[src/design/cvrma_fxmul.sv]
// ----------------------------------------------------------------------------
// cvrma_fxmul
// Signed fixed-point multiply, rounded to nearest with ties toward +inf.
// ----------------------------------------------------------------------------
module cvrma_fxmul #(
  parameter int AW   = 18,
  parameter int BW   = 18,
  parameter int FRAC = 16
) (
  input  logic signed [AW-1:0]        a,
  input  logic signed [BW-1:0]        b,
  output logic signed [AW+BW-FRAC-1:0] y
);

  localparam int PW = AW + BW;
  localparam logic signed [PW-1:0] HALF = {{(PW-FRAC){1'b0}}, 1'b1, {(FRAC-1){1'b0}}};

  logic signed [PW-1:0] prod;
  logic signed [PW-1:0] rnd;

  assign prod = PW'(a) * PW'(b);
  assign rnd  = prod + HALF;
  // taking the upper bits is a floor shift
  assign y    = rnd[PW-1:FRAC];

endmodule

[config.mk]
export PLATFORM = sky130hd
export DESIGN_NAME = cvrma_fxmul
export DESIGN_NICKNAME = d
export VERILOG_FILES = /design/src/design/cvrma_fxmul.sv
export SDC_FILE = /design/constraint.sdc
export NUM_CORES = 1
export LEC_CHECK = 0
export BUFFER_PORTS_ARGS = -buffer_cell sky130_fd_sc_hd__buf_2
export CORE_UTILIZATION = 64
export DETAILED_ROUTE_END_ITERATION = 8
export GPL_TIMING_DRIVEN = 0
export PLACE_DENSITY = 0.83
export SLEW_MARGIN = 20
export SYNTH_ARGS = -nofsm -noshare
export SYNTH_HDL_FRONTEND = slang
export SYNTH_SLANG_ARGS = --single-unit
[constraint.sdc]
create_clock -name vclk -period 9.3
set_clock_uncertainty 0.05 [all_clocks]
set_input_delay 1.395 -clock vclk [all_inputs]
set_output_delay 1.395 -clock vclk [all_outputs]
set_load 0.03 [all_outputs]
== Word-level counts from Yosys, hierarchy flattened ==
Index checks and enable logic that the tools add are counted.

* Output and inout port bits: 20
* Logic and storage cells: 2
* Flip-flop bits (word level): 0
* Input port bits: 36

* Multipliers: 1
* Add/subtract/negate cells: 1

{| class="wikitable"
|+ Operators by type and width
! kind !! count
|-
| 36-bit by 17-bit adder with 36-bit output (second input constant) || 1
|-
| 18-bit by 18-bit multiplier with 36-bit output || 1
|}

== Logic depth before layout (Yosys ltp) ==
Gate-level depths: netlist of the first run.

* Depth after elaboration: 2
* Mapped depth: 24
* Depth with buffers taken out: 22

== Worst setup path after synthesis of the first run ==
Ideal clock, no wire load.

* Kind: input to output
* From: input a[17]
* To: output y[18]
* Data arrival time: 7205 ps
* Path buffers: 1
* Cell stages on the path: 23
* Slack: 650 ps
* Data required time: 7855 ps
* Cell sequence: clkbuf_1 > nand2_1 > inv_1 > fa_1 > inv_1 > fa_1 > inv_1 > ha_1 > inv_1 > fa_1 > inv_1 > fa_1 > inv_1 > fa_1 > inv_1 > ha_1 > a21o_1 > a21o_1 > a21oi_1 > nand2_1 > a21oi_2 > nor2_1 > o311ai_1

* Word-level cells in the longest chain between the ends: 2

{| class="wikitable"
|+ Ends and longest elaborated chain
! item !! line !! source
|-
| start, declared || 10 || <nowiki>input logic signed [AW-1:0] a,</nowiki>
|-
| 18-bit by 18-bit multiplier with 36-bit output || 21 || <nowiki>assign prod = PW'(a) * PW'(b);</nowiki>
|-
| 36-bit by 17-bit adder with 36-bit output || 22 || <nowiki>assign rnd = prod + HALF;</nowiki>
|-
| end, declared || 12 || <nowiki>output logic signed [AW+BW-FRAC-1:0] y</nowiki>
|}

Every way passes these cells.

== Worst setup path in the final report of the first run ==
* From: input a[3]
* To: output y[18]

Same word-level chain as after synthesis.

==> results of run 1 <==
stage by stage:
step	cells	hold WS, ns	TNS [ns]	setup slack (ns)	instance area (um2)
floorplan	1330	3.53	0	0.650	12000
global placement	1608	3.98	-0.616	-0.206	12500
detailed placement	1608	4.01	-1.30	-0.318	12500
CTS	1607	4.03	0	0.00130	12500
global route	1598	4.12	-0.00326	-0.00326	12500
finish	1598	4.10	0	0.158	12500
placed cells by master, fill, tap and decap left out, types with 2 or more instances in the layout:
cell,n
a211oi_1,4
a21o_1,9
a21oi_1,27
a21oi_2,2
a221oi_2,2
and2_1,151
and3_1,4
and4_1,3
buf_2,50
clkbuf_1,16
clkbuf_2,18
fa_1,329
ha_1,85
inv_1,384
nand2_1,172
nand2b_1,9
nand4_1,5
nor2_1,15
nor2b_1,2
nor3_1,2
o211ai_1,2
o21a_1,5
o21ai_0,10
o21ai_1,3
o21ai_2,2
o21bai_1,5
xnor2_1,22
xor2_1,8
cells by family after synthesis:
family	after synthesis	synth area share (%)
AOI/OAI and AO/OA	85	4.80
xor gates and xnor gates	30	2.20
adders and majority gates	415	64.0
buffers and inverters	432	13.6
and+or+nand+nor	368	15.4
metal layers:
metal  up-vias  part of all wire, %
met2       393                   49
met5         -                    0
met3        81                  7.9
li1       3876                    -
met4         0                  4.9
met1      4571                   38
critical path: stages:
cell and delay, ns:
buf_2 0.25, clkbuf_1 0.59, nand2_1 0.14, fa_1 0.49
fa_1 0.44, fa_1 0.51, inv_1 0.06, fa_1 0.48
fa_1 0.49, inv_1 0.05, fa_1 0.50, inv_1 0.06
ha_1 0.40, nand4_1 0.21, or2_2 0.35, o21ai_2 0.27
a21oi_2 0.14, or4_1 0.52, o311ai_1 0.09, buf_2 0.24
Yosys cell counts, drive strengths merged (2+ instances only):
| cell | instances |
|---|---|
| a211oi | 4 |
| a21o | 9 |
| a21oi | 29 |
| a221oi | 2 |
| and2 | 151 |
| and3 | 4 |
| and4 | 3 |
| clkbuf | 46 |
| fa | 329 |
| ha | 86 |
| inv | 385 |
| nand2 | 172 |
| nand2b | 9 |
| nand4 | 5 |
| nor2 | 15 |
| nor2b | 2 |
| nor3 | 2 |
| o211ai | 2 |
| o21a | 5 |
| o21ai | 15 |
| o21bai | 5 |
| o311ai | 2 |
| xnor2 | 22 |
| xor2 | 8 |
repair_timing:
action,in CTS,in global routing
setup buffers,1,0
endpoints found under the setup margin,8,13
resized for setup,8,33
gates cloned,0,0
pin swaps,0,1
area by class of cell:
| cell class | count | area, um2 |
|---|---|---|
| Multi-Input combinational cell | 898 | 10400 |
| Fill cell | 1398 | 5640 |
| Tap cell | 229 | 287 |
| Inverter | 385 | 1450 |
| Buffer | 36 | 163 |
| Timing Repair Buffer | 50 | 253 |
worst min path at each step:
stage	start	endpoint	slack, ns	depth (start not counted)
after floorplan	a[0]	y[0]	3.53	5
after global placement	b[3]	y[1]	3.98	8
after detailed placement	b[3]	y[0]	4.01	7
after CTS	b[3]	y[0]	4.03	7
after global routing	a[0]	y[0]	4.12	7
final	a[0]	y[0]	4.10	7
==> summary.txt, run 1 <==
Status - complete, but fails checks
Failing checks - design-rule violations
Biggest area consumer among synthesized cells - fa_1
Die area - 19200 um2
Number of global-route vias before repair - 9886
First-pass GRT wire length - 50200 um
Drt total wl - 29000 um
Routed vias/inst - 5.58
Mean area per synthesized cell - 9.00 um2
Layout cells sized above 1 - 5.92%
GR Util met2 - 56.2%
Sequential cell area - 0 um2
Pin count of the biggest net entering global routing - 18
Final setup fails - 0
Wire per inst - 18.1 um
Port Buffers - 49
Setup Crit Path Kind - input pin to output port
Seq cells - 0
Fmax - 109 MHz
MaxCap Viol Count - 0
CP Data Arrival Time - 7.70 ns
Post-synthesis cell type count - 46
Worst setup EP type - output port
Row cnt - 49
Nets - 1822
Final Hold Viols - 0
Pins over their slew limit - 0
Die width - 139 um
Top Usage Layer GRT - met2
Initial core utilization - 65.9%
Layout area overhead - 4.58%
Critical Path Source - a[3]
Synth top area share - 55.1%
Final worst-path cycle share - 98.3%
Total congestion overflow - 0
Synth warn - 0
Post-synthesis net count - 1781
# DRC - 7
Slew headroom - 52.3%
Cell area after synthesis - 12000 um2
Core Util, Final - 68.9%
Critical Path Start Type - input pin
Die Y - 139 um
Met3 usage - 3.80%
Post-synthesis cell count - 1330
Clock buf count - 0
Via count - 8921
HPWL after DPL - 25800 um
Final antenna-violating net count - 0
Met1 GRT Util - 45.0%
Worst endpoint required time - 7.86 ns
Worst Hold Class - input pin to output port
Iteration-0 DRC Markers - 590
ANT cells - 0
Slew @ Worst Pin - 0.716 ns
GP Congestion - 0.977
Sequential area share after synthesis - 0%
Core Region - 18100 um2
Tot GR Track Use - 33.6%
CP Capture Point - y[18]
Antenna violations before repair - 0
TritonRoute pass-1 iters - 7
Top Ports - 56
Clock period minus worst slack - 9.14 ns
Area contributors post-synth - fa_1 (55%), inv_1 (12%), ha_1 (9.0%)
CP Max Fanout - 10
Hold_buf cts - 0
Power of run 1 is left out: the tool's default activity adds up to more than one toggle a clock period on the data nets, which glitch-free logic cannot reach.
==> inputs of run 2 (changes only) <==
ABC_AREA = 1   (was unset)
PLACE_DENSITY = 0.82   (was 0.83)
==> run 2 against run 1 <==
  * The run now ends clean
  * Maximum frequency is 0.28% higher
  * Utilization shrank 0.88 points
  * Hold slack got worse by 0.35 ns
  * Synthesized area grew 8.1%
  * Flip-flop and latch count is the same
  * First-iteration DRC count increased by 16%
  * Die area up 8.0%
  * Final cell count up 27%
  * Worst setup slack improved by 0.025 ns
  * Largest cell class unchanged
  * Critical path depth up 3
  * Non-clock buffer count rose by 6
==> summary.txt, run 2 <==
RSZ-0062 raised after global routing - no
Status - completed
CP Data Arrival Time - 7.67 ns
Worst Hold Class - input pin to output port
Sequential cell area - 0 um2
Pin count of the biggest net entering global routing - 11
Slew headroom - 39.3%
CP Max Fanout - 10
Pins over their slew limit - 0
Worst setup EP type - output port
Post-synthesis cell type count - 28
TNS Setup - 0 ns
MaxCap Viol Count - 0
Most common cell after layout, fill and taps aside - inv_1
Die width - 144 um
Cell area after synthesis - 12900 um2
Final antenna-violating net count - 0
TritonRoute pass-1 iters - 8
Initial core utilization - 65.8%
First-pass GRT wire length - 54900 um
Clock period minus worst slack - 9.12 ns
CP delay by family, top - adder cells
Post-synthesis net count - 2198
CP cell instances - clkbuf_1 > clkbuf_1 > nand2_1 > fa_1 > inv_1 > fa_1 > inv_1 > fa_1 > fa_1 > inv_1 > fa_1 > inv_1 > fa_1 > inv_1 > ha_1 > a21oi_1 > o21ai_0 > a21oi_1 > nand2_2 > nand2_1 > nand3_1 > nand2_1 > buf_2
Fill count - 1732
Top cells by count, synth - inv_1 (600), nand2_1 (479), fa_1 (329), ha_1 (86), clkbuf_1 (66)
GP Congestion - 0.961
Final worst-path cycle share - 98.0%
Slew @ Worst Pin - 0.911 ns
Die area - 20800 um2
Via count - 10800
Port Buffers - 21
Layout area overhead - 3.45%
Post-synthesis cell count - 1747
Hold_buf cts - 0
Post-cts resize count - 0
Top Ports - 56
Critical Path Start Type - input pin
Synth top area share - 50.9%
Footprint of the multi-input gates - 10400 um2
Clock buf count - 0
Postcts setup bufs - 0
Number of global-route vias before repair - 11300
Mean area per synthesized cell - 7.40 um2
Seq cells - 0
Final setup fails - 0
Fmax - 110 MHz
Layout cells sized above 1 - 2.71%
Total congestion overflow - 0
Area contributors post-synth - fa_1 (51%), inv_1 (17%), nand2_1 (14%)
Highest-count cells in the layout ignoring fill and taps - inv_1 (600), nand2_1 (479), fa_1 (329)
Crit-path slowest cell - clkbuf_1
Leading cell type by number of instances after synthesis - inv_1
CP most frequent cell - fa_1
Worst endpoint required time - 7.86 ns
Drt total wl - 33400 um
Wire per inst - 16.4 um
HPWL after DPL - 29300 um
Synth warn - 0
Worst path max stage delay - 0.59 ns
Biggest area consumer among synthesized cells - fa_1
Sequential area share after synthesis - 0%
Worst-case hold slack - 3.74 ns
Worst Path Buf+Inv - 8
Row cnt - 51
Antenna violations before repair - 0
Die Y - 144 um
Nets - 2221
# DRC - 0
ANT cells - 0
Core Region - 19700 um2
Final Hold Viols - 0
Setup Crit Path Kind - input pin to output port
Tot GR Track Use - 35.3%
Routed vias/inst - 5.31
Iteration-0 DRC Markers - 686
run 2: changes by cell type after synthesis, moves of 5 or more:
cell and change:
nand2_1 +307, inv_1 +215, and2_1 -150, nor2_1 +41
nand3_1 +26, clkbuf_1 +20, xnor2_1 -19, o21ai_0 +13
nand2b_1 -9, a21o_1 -8, a21oi_1 +8, nand2_2 +7
or2_2 +5
run 2: layout make-up:
cell class | instances | share of cell area [%]
buffer | 71 | 2.10
inverter | 600 | 16.8
multi-input combinational | 1076 | 77.8
tap | 265 | 2.48
timing repair buffer | 21 | 0.786
run 2: worst paths after layout:
check  cells after the start    end  slack (ns)  start
max                       23  y[18]        0.18  a[15]
min                       12  y[14]        3.74   a[0]
run 2: per-stage QoR:
step / utilization (%) / instances / instance area [um2] / setup slack (ns)
global route: 68.1 / 2033 / 13400 / 0.0115
global placement: 68.0 / 2033 / 13400 / 0.237
detailed placement: 68.0 / 2033 / 13400 / 0.243
floorplan: - / 1747 / 12900 / 1.20
CTS: 68.0 / 2033 / 13400 / 0.222
finish: 68.1 / 2033 / 13400 / 0.183
run 2: kinds of logic (layout without fill, tap and decap cells):
kind of cell / Yosys count / in the layout / share of synthesized area, %
and+or+nand+nor: 589 / 589 / 18.1
buffers and inverters: 671 / 692 / 19.5
xor gates and xnor gates: 8 / 8 / 0.542
AOI/OAI and AO/OA: 64 / 64 / 2.57
adders and majority gates: 415 / 415 / 59.3
run 2: worst min-delay path: stages:
cell	delay [ns]
buf_4	0.16
nand2_2	0.08
nor2_1	0.04
nand2_1	0.05
inv_1	0.05
nand3_1	0.06
nand3_1	0.12
nand2_1	0.14
nand2_1	0.06
nand2_1	0.05
nand2_1	0.04
buf_2	0.17
run 2: layer usage:
layer / global-route usage, % / vias up / wire length, um
met5: 0 / - / 0
met1: 42.5 / 5286 / 11900
li1: - / 4832 / -
met3: 4.77 / 146 / 2820
met4: 19.0 / 0 / 2200
met2: 61.5 / 533 / 16400
Power of run 2 is left out for the same reason.
==> inputs of run 3 (changes only) <==
CORE_MARGIN = 3   (was unset)
==> run 3 against run 2 <==
  * Worst setup slack improved by 0.049 ns
  * Non-clock buffer count unchanged
  * Final cell count unchanged
  * Die area increased by 5.6%
  * Flip-flop and latch count unchanged
  * First-iteration DRC count increased by 7.9%
  * Count of clock-buffer cells in the layout unchanged
  * Via count decreased by 0.51%
  * Critical path type unchanged
  * Highest routed layer unchanged
==> summary.txt, run 3 (synthesis gave the netlist of run 2 again) <==
Layout area overhead - 3.48%
Die Y - 148 um
Tot GR Track Use - 32.8%
TNS Setup - 0 ns
Final worst slack - 0.232 ns
Met1 GRT Util - 39.9%
Drt total wl - 33900 um
Final setup fails - 0
Critical Path Start Type - input pin
Seq cells - 0
Slew @ Worst Pin - 0.876 ns
Wire per inst - 16.7 um
Fmax - 110 MHz
DP Cell Count - 2033
Highest-count cells in the layout ignoring fill and taps - inv_1 (600), nand2_1 (479), fa_1 (329)
Top Ports - 56
Die width - 148 um
GP Congestion - 0.999
Worst endpoint required time - 7.86 ns
Most common cell after layout, fill and taps aside - inv_1
Pin count of the biggest net entering global routing - 11
Clock period minus worst slack - 9.07 ns
Antenna violations before repair - 0
Row cnt - 51
TritonRoute pass-1 iters - 6
Pins over their slew limit - 0
Pre-CTS setup slack - 0.181 ns
Clock buf count - 0
Status - completed
Final antenna-violating net count - 0
Layout cells sized above 1 - 2.88%
CP Data Arrival Time - 7.62 ns
ANT cells - 0
GR Util met2 - 57.5%
Number of global-route vias before repair - 11700
RSZ-0062 raised after global routing - no
Worst Hold Class - input pin to output port
Via count - 10700
Met3 usage - 5.21%
Hold Crit Start - a[0]
CP Max Fanout - 10
Routed vias/inst - 5.28
Nets - 2221
Final Hold Viols - 0
Fin area - 13400 um2
Worst setup EP type - output port
Port Buffers - 21
Top Usage Layer GRT - met2
Initial core utilization - 65.8%
Critical Path Source - b[5]
HPWL after DPL - 29400 um
Slew headroom - 41.6%
Setup Crit Path Kind - input pin to output port
Layout Cells excl Fill - 2033
Hold_buf cts - 0
Core Region - 19700 um2
MaxCap Viol Count - 0
Die area - 21900 um2
# DRC - 0
Total congestion overflow - 0
Iteration-0 DRC Markers - 740
Final worst-path cycle share - 97.5%
Sequential cell area - 0 um2
First-pass GRT wire length - 56400 um
DP Area - 13400 um2
run 3: cell counts in the layout (fill, tap and decap cells not counted):
No cell type changed its count.
run 3: routing by layer:
metal,up-vias,part of all wire (%)
met1,5271,36
met5,-,0
met2,514,50
li1,4826,-
met3,131,8.4
met4,0,6.0
run 3: metrics by stage:
step | hold slack, ns | utilization [%]
3_3_place_gp | 3.69 | 68.0
4_1_cts | 3.71 | 68.0
6_report | 3.72 | 68.1
3_5_place_dp | 3.71 | 68.0
2_1_floorplan | 3.50 | -
5_1_grt | 3.86 | 68.1
run 3: timing repair:
action / CTS / global route
resized for setup: 0 / 19
setup endpoints to repair: 0 / 17
setup buffers: 0 / 0
hold endpoints to repair: 0 / 0
run 3: final timing paths:
kind,endpoint,slack [ns],cells after the start
setup / recovery,y[6],0.23,21
hold / removal,y[14],3.72,12
run 3: cell type report:
class,instances,area (um2)
plain buffers,71,285
fillers,1733,6270
inverters,600,2250
multi-input cells,1076,10400
well taps,265,332
repair buffers,21,105
run 3: worst max-delay path, cell delays in order:
cell and delay, ns:
clkbuf_1 0.49, clkbuf_1 0.60, nand2_1 0.17, fa_1 0.52, fa_1 0.47, fa_1 0.55, inv_1 0.06, fa_1 0.44
fa_1 0.53, inv_1 0.06, fa_1 0.58, inv_1 0.07, ha_1 0.36, a21oi_1 0.27, o21ai_0 0.21, a21oi_1 0.27
nand2_2 0.14, nand2_1 0.10, nand3_1 0.07, nand2_1 0.07, buf_2 0.19
Power of run 3 is left out for the same reason.
